==> config.mk <==
export PLATFORM = sky130hd
export DESIGN_NAME = rusi_merge
export DESIGN_NICKNAME = d
export VERILOG_FILES = /design/src/design/rusi_pkg.sv /design/src/design/rusi_merge.sv
export SDC_FILE = /design/constraint.sdc
export NUM_CORES = 1
export LEC_CHECK = 0
export BUFFER_PORTS_ARGS = -buffer_cell sky130_fd_sc_hd__buf_2
export CAP_MARGIN = 0
export CORE_MARGIN = 10
export CORE_UTILIZATION = 54
export CTS_BUF_LIST = sky130_fd_sc_hd__clkbuf_4 sky130_fd_sc_hd__clkbuf_8
export CTS_CLUSTER_SIZE = 40
export DETAILED_ROUTE_END_ITERATION = 8
export PLACE_DENSITY = 0.89
export SYNTH_ARGS = -nofsm -noshare
export SYNTH_HDL_FRONTEND = slang
export SYNTH_SLANG_ARGS = --single-unit
==> constraint.sdc <==
create_clock -name i_clk -period 9.3 [get_ports i_clk]
set_clock_uncertainty 0.05 [all_clocks]
set_input_delay 1.86 -clock i_clk [delete_from_list [all_inputs] [get_ports i_clk]]
set_output_delay 1.86 -clock i_clk [all_outputs]
set_load 0.005 [all_outputs]
==> src/design/rusi_pkg.sv <==
// ----------------------------------------------------------------------------
// rusi_pkg
// Shared types and constants for the ray / unit cube slab intersect block.
// ----------------------------------------------------------------------------
package rusi_pkg;

    localparam int unsigned EPS_WIDTH = 16;
    localparam int unsigned AXES      = 3;

    typedef logic [EPS_WIDTH-1:0] t_eps;

    localparam t_eps EPS_RESET = t_eps'(7);

endpackage

==> src/design/rusi_merge.sv <==
// ----------------------------------------------------------------------------
// rusi_merge
// Combine the three axis slabs: largest near, smallest far, hit flag.
// ----------------------------------------------------------------------------
module rusi_merge #(
    parameter int unsigned COORD_WIDTH = 32
) (
    input  logic                          i_clk,
    input  logic                          i_en,
    input  logic signed [COORD_WIDTH-1:0] i_lo_x,
    input  logic signed [COORD_WIDTH-1:0] i_lo_y,
    input  logic signed [COORD_WIDTH-1:0] i_lo_z,
    input  logic signed [COORD_WIDTH-1:0] i_hi_x,
    input  logic signed [COORD_WIDTH-1:0] i_hi_y,
    input  logic signed [COORD_WIDTH-1:0] i_hi_z,
    output logic                          o_hit,
    output logic signed [COORD_WIDTH-1:0] o_t_near,
    output logic signed [COORD_WIDTH-1:0] o_t_far
);
    import rusi_pkg::*;

    logic signed [COORD_WIDTH-1:0] near_xy;
    logic signed [COORD_WIDTH-1:0] far_xy;
    logic signed [COORD_WIDTH-1:0] n_near;
    logic signed [COORD_WIDTH-1:0] n_far;

    always_comb begin
        near_xy = (i_lo_x > i_lo_y) ? i_lo_x : i_lo_y;
        far_xy  = (i_hi_x < i_hi_y) ? i_hi_x : i_hi_y;
        n_near  = (i_lo_z > near_xy) ? i_lo_z : near_xy;
        n_far   = (i_hi_z < far_xy) ? i_hi_z : far_xy;
    end

    always_ff @(posedge i_clk) begin
        if (i_en) begin
            o_t_near <= n_near;
            o_t_far  <= n_far;
            o_hit    <= (n_near <= n_far);
        end
    end

endmodule

==> impl_metrics.json <==
{
  "status": "finished, final reports clean",
  "whs_ps": 1780,
  "crit_required_ps": 9450,
  "hold_end": "o_t_far[27]$_DFFE_PP_",
  "synth_edf_count": 65,
  "gp_congestion": 1.01,
  "synth_area_um2": 7910,
  "vias": 7001,
  "setup_violations": 0,
  "ctsResizeCount": 0,
  "finalMaxSlewViolations": 0,
  "yosysWarnings": 0,
  "crit_arrival_ps": 9010,
  "min_period_over_period_pct": 95.2,
  "layout-drive-gt1-share_pct": 33.6,
  "setup_tns_ps": 0,
  "io_pins": 259,
  "crit_type": "input port to flip-flop",
  "tightest_slew_ps": 845,
  "cp_top_family": "compound AO/OA/AOI/OAI gates",
  "grt_start_max_net_pins": 66,
  "power_density_nw_per_um2": 157,
  "coreArea_um2": 14400,
  "first_iter_violations": 362,
  "ir_drop_uv": 77.1,
  "relSlewSlack_pct": 43.7,
  "dp_hpwl_um": 20600,
  "clkTransAtPathRegs_ps": 70,
  "finalPower_mw": 1.52,
  "wirelength_um": 23500,
  "firstDrtPassIters": 5,
  "holdBufCountCts": 0,
  "track_usage_pct": 22.3,
  "antenna_found_initial": 0,
  "ant_nets": 0,
  "synthArstFlopShare_pct": 0,
  "max_freq_mhz": 113,
  "finalWorstSetupSlack_ps": 443,
  "portBuffers": 258,
  "fin_util_pct": 67.1,
  "hold_path_class": "input port to flip-flop",
  "cpPeakStageDelay_ps": 470,
  "via_per_inst": 5.65,
  "rows": 44,
  "route.detailed.drc": 0,
  "placed_area_um2": 9480,
  "clock_sinks": 65,
  "cp-start-kind": "input port",
  "critPathMaxFanout": 17,
  "die-area_um2": 19900,
  "grt_pass1_wl_um": 36200,
  "dieWidth_um": 141,
  "fin_nets": 1402,
  "synth_ff_type": "edfxtp_1",
  "stdcell_area_um2": 9680,
  "die_h_um": 141,
  "slowest_stage": "mux2i_4",
  "leakagePower_nw": 5.34,
  "end_kind": "flip-flop",
  "synth_seq_cells": 65,
  "final_hold_viol_count": 0,
  "fin_cells": 1240,
  "cts_tree": "built",
  "seq_area_frac_synth_pct": 24.7,
  "syn_area_per_cell_um2": 10.0,
  "clk_path_buf_depth": 2,
  "synthesis.nets": 1139,
  "hold_start": "i_hi_z[27]",
  "areaGrowthSynthToFinish_pct": 22.4,
  "post_cts_buffers": 0,
  "maxCapViolCount": 0,
  "overflow": 0,
  "whs_path_depth": 2,
  "numPlacedInstances": 1223,
  "root_buffer": "clkbuf_8",
  "start_util_pct": 54.8,
  "nFillCells": 1108,
  "grt_pass1_vias": 7335,
  "rsz0062_at_grt": "no",
  "dp_slack_ps": 115,
  "layout_min_cycle_time_ps": 8860,
  "crit_buf_inv": 5,
  "cp_common_cell": "o21a_1",
  "cts_buffers": 9,
  "synth_cell_types": 48,
  "wl_per_cell_um": 19.0,
  "htree_levels": 3,
  "netlist_instances": 787
}
-- how the worst max path moves through the flow --
stage / slack, ps / depth (start not counted) / end / startpoint
6_report: 440 / 34 / o_hit$_DFFE_PP_ / i_lo_y[31]
3_5_place_dp: 110 / 34 / o_hit$_DFFE_PP_ / i_lo_y[31]
2_1_floorplan: 1330 / 31 / o_hit$_DFFE_PP_ / i_hi_y[11]
4_1_cts: 470 / 34 / o_hit$_DFFE_PP_ / i_lo_y[31]
5_1_grt: 40 / 34 / o_hit$_DFFE_PP_ / i_lo_y[31]
3_3_place_gp: 280 / 34 / o_hit$_DFFE_PP_ / i_lo_y[31]
-- report_power, final --
group	leakage (nW)	switching (mW)	internal, mW
registers	0.636	0.0186	0.402
clock network	0.0912	0.120	0.123
logic	4.61	0.434	0.424
-- final cells by class --
type | count | area, µm² | share of cell area (%)
diodes | 1 | 2.50 | 0.0259
flip-flops and latches | 65 | 1950 | 20.2
clock inverters | 7 | 71.3 | 0.737
well taps | 184 | 230 | 2.38
inverters | 134 | 503 | 5.20
repair buffers | 267 | 1410 | 14.6
multi-input cells | 573 | 5390 | 55.7
clock buffers | 9 | 124 | 1.28
-- state kept, by name, summed over array words and instances, names as in the netlist --
register  cells
o_t_near     32
o_hit         1
o_t_far      32
-- Yosys cell counts (4+ instances only) --
| master | number | share of area (%) |
|---|---|---|
| nor2b_1 | 9 | 0.71 |
| inv_1 | 134 | 6.4 |
| ha_1 | 158 | 25 |
| mux2_2 | 36 | 5.1 |
| nor2_1 | 24 | 1.1 |
| mux2_4 | 26 | 4.9 |
| a211oi_1 | 7 | 0.66 |
| a21oi_1 | 29 | 1.8 |
| o21ai_0 | 23 | 1.5 |
| nand4_1 | 30 | 2.4 |
| a31oi_1 | 4 | 0.32 |
| and4_1 | 4 | 0.44 |
| nand3_1 | 8 | 0.51 |
| a21o_1 | 31 | 2.9 |
| o211ai_1 | 8 | 0.76 |
| nor3_1 | 15 | 0.95 |
| nand2_1 | 11 | 0.52 |
| buf_2 | 6 | 0.38 |
| o21a_1 | 9 | 0.85 |
| mux2i_1 | 100 | 13 |
| edfxtp_1 | 65 | 25 |
-- layer usage --
metal  wire length (µm)  global-route usage, %
met1              10000                   26.8
met2              10900                   37.5
met3               1880                   5.27
met4                713                   8.80
met5                  0                      0
-- logic make-up after synthesis --
family / after synthesis / share of synthesized area (%)
flops: 65 / 24.7
mux: 165 / 23.1
buf+inv: 149 / 7.59
xor+xnor: 1 / 0.348
simple gates: 116 / 7.86
fa+ha+maj: 158 / 25.0
compound gates: 133 / 11.4
-- cell usage in the layout, fill, tap and decap left out, types with 4 or more instances in the layout --
cell type	count
o211ai_1	8
nor3_1	15
nand2_1	11
mux2_4	26
o21a_1	9
nor2_1	24
buf_2	258
ha_1	158
buf_4	5
o21ai_0	23
a211oi_1	7
mux2_2	36
mux2i_1	98
nand3_1	8
and4_1	4
a21o_1	31
edfxtp_1	65
buf_12	4
clkbuf_8	9
a31oi_1	4
a21oi_1	29
inv_1	134
nand4_1	30
nor2b_1	9
Note: power is estimated with default switching activity, not from simulation.
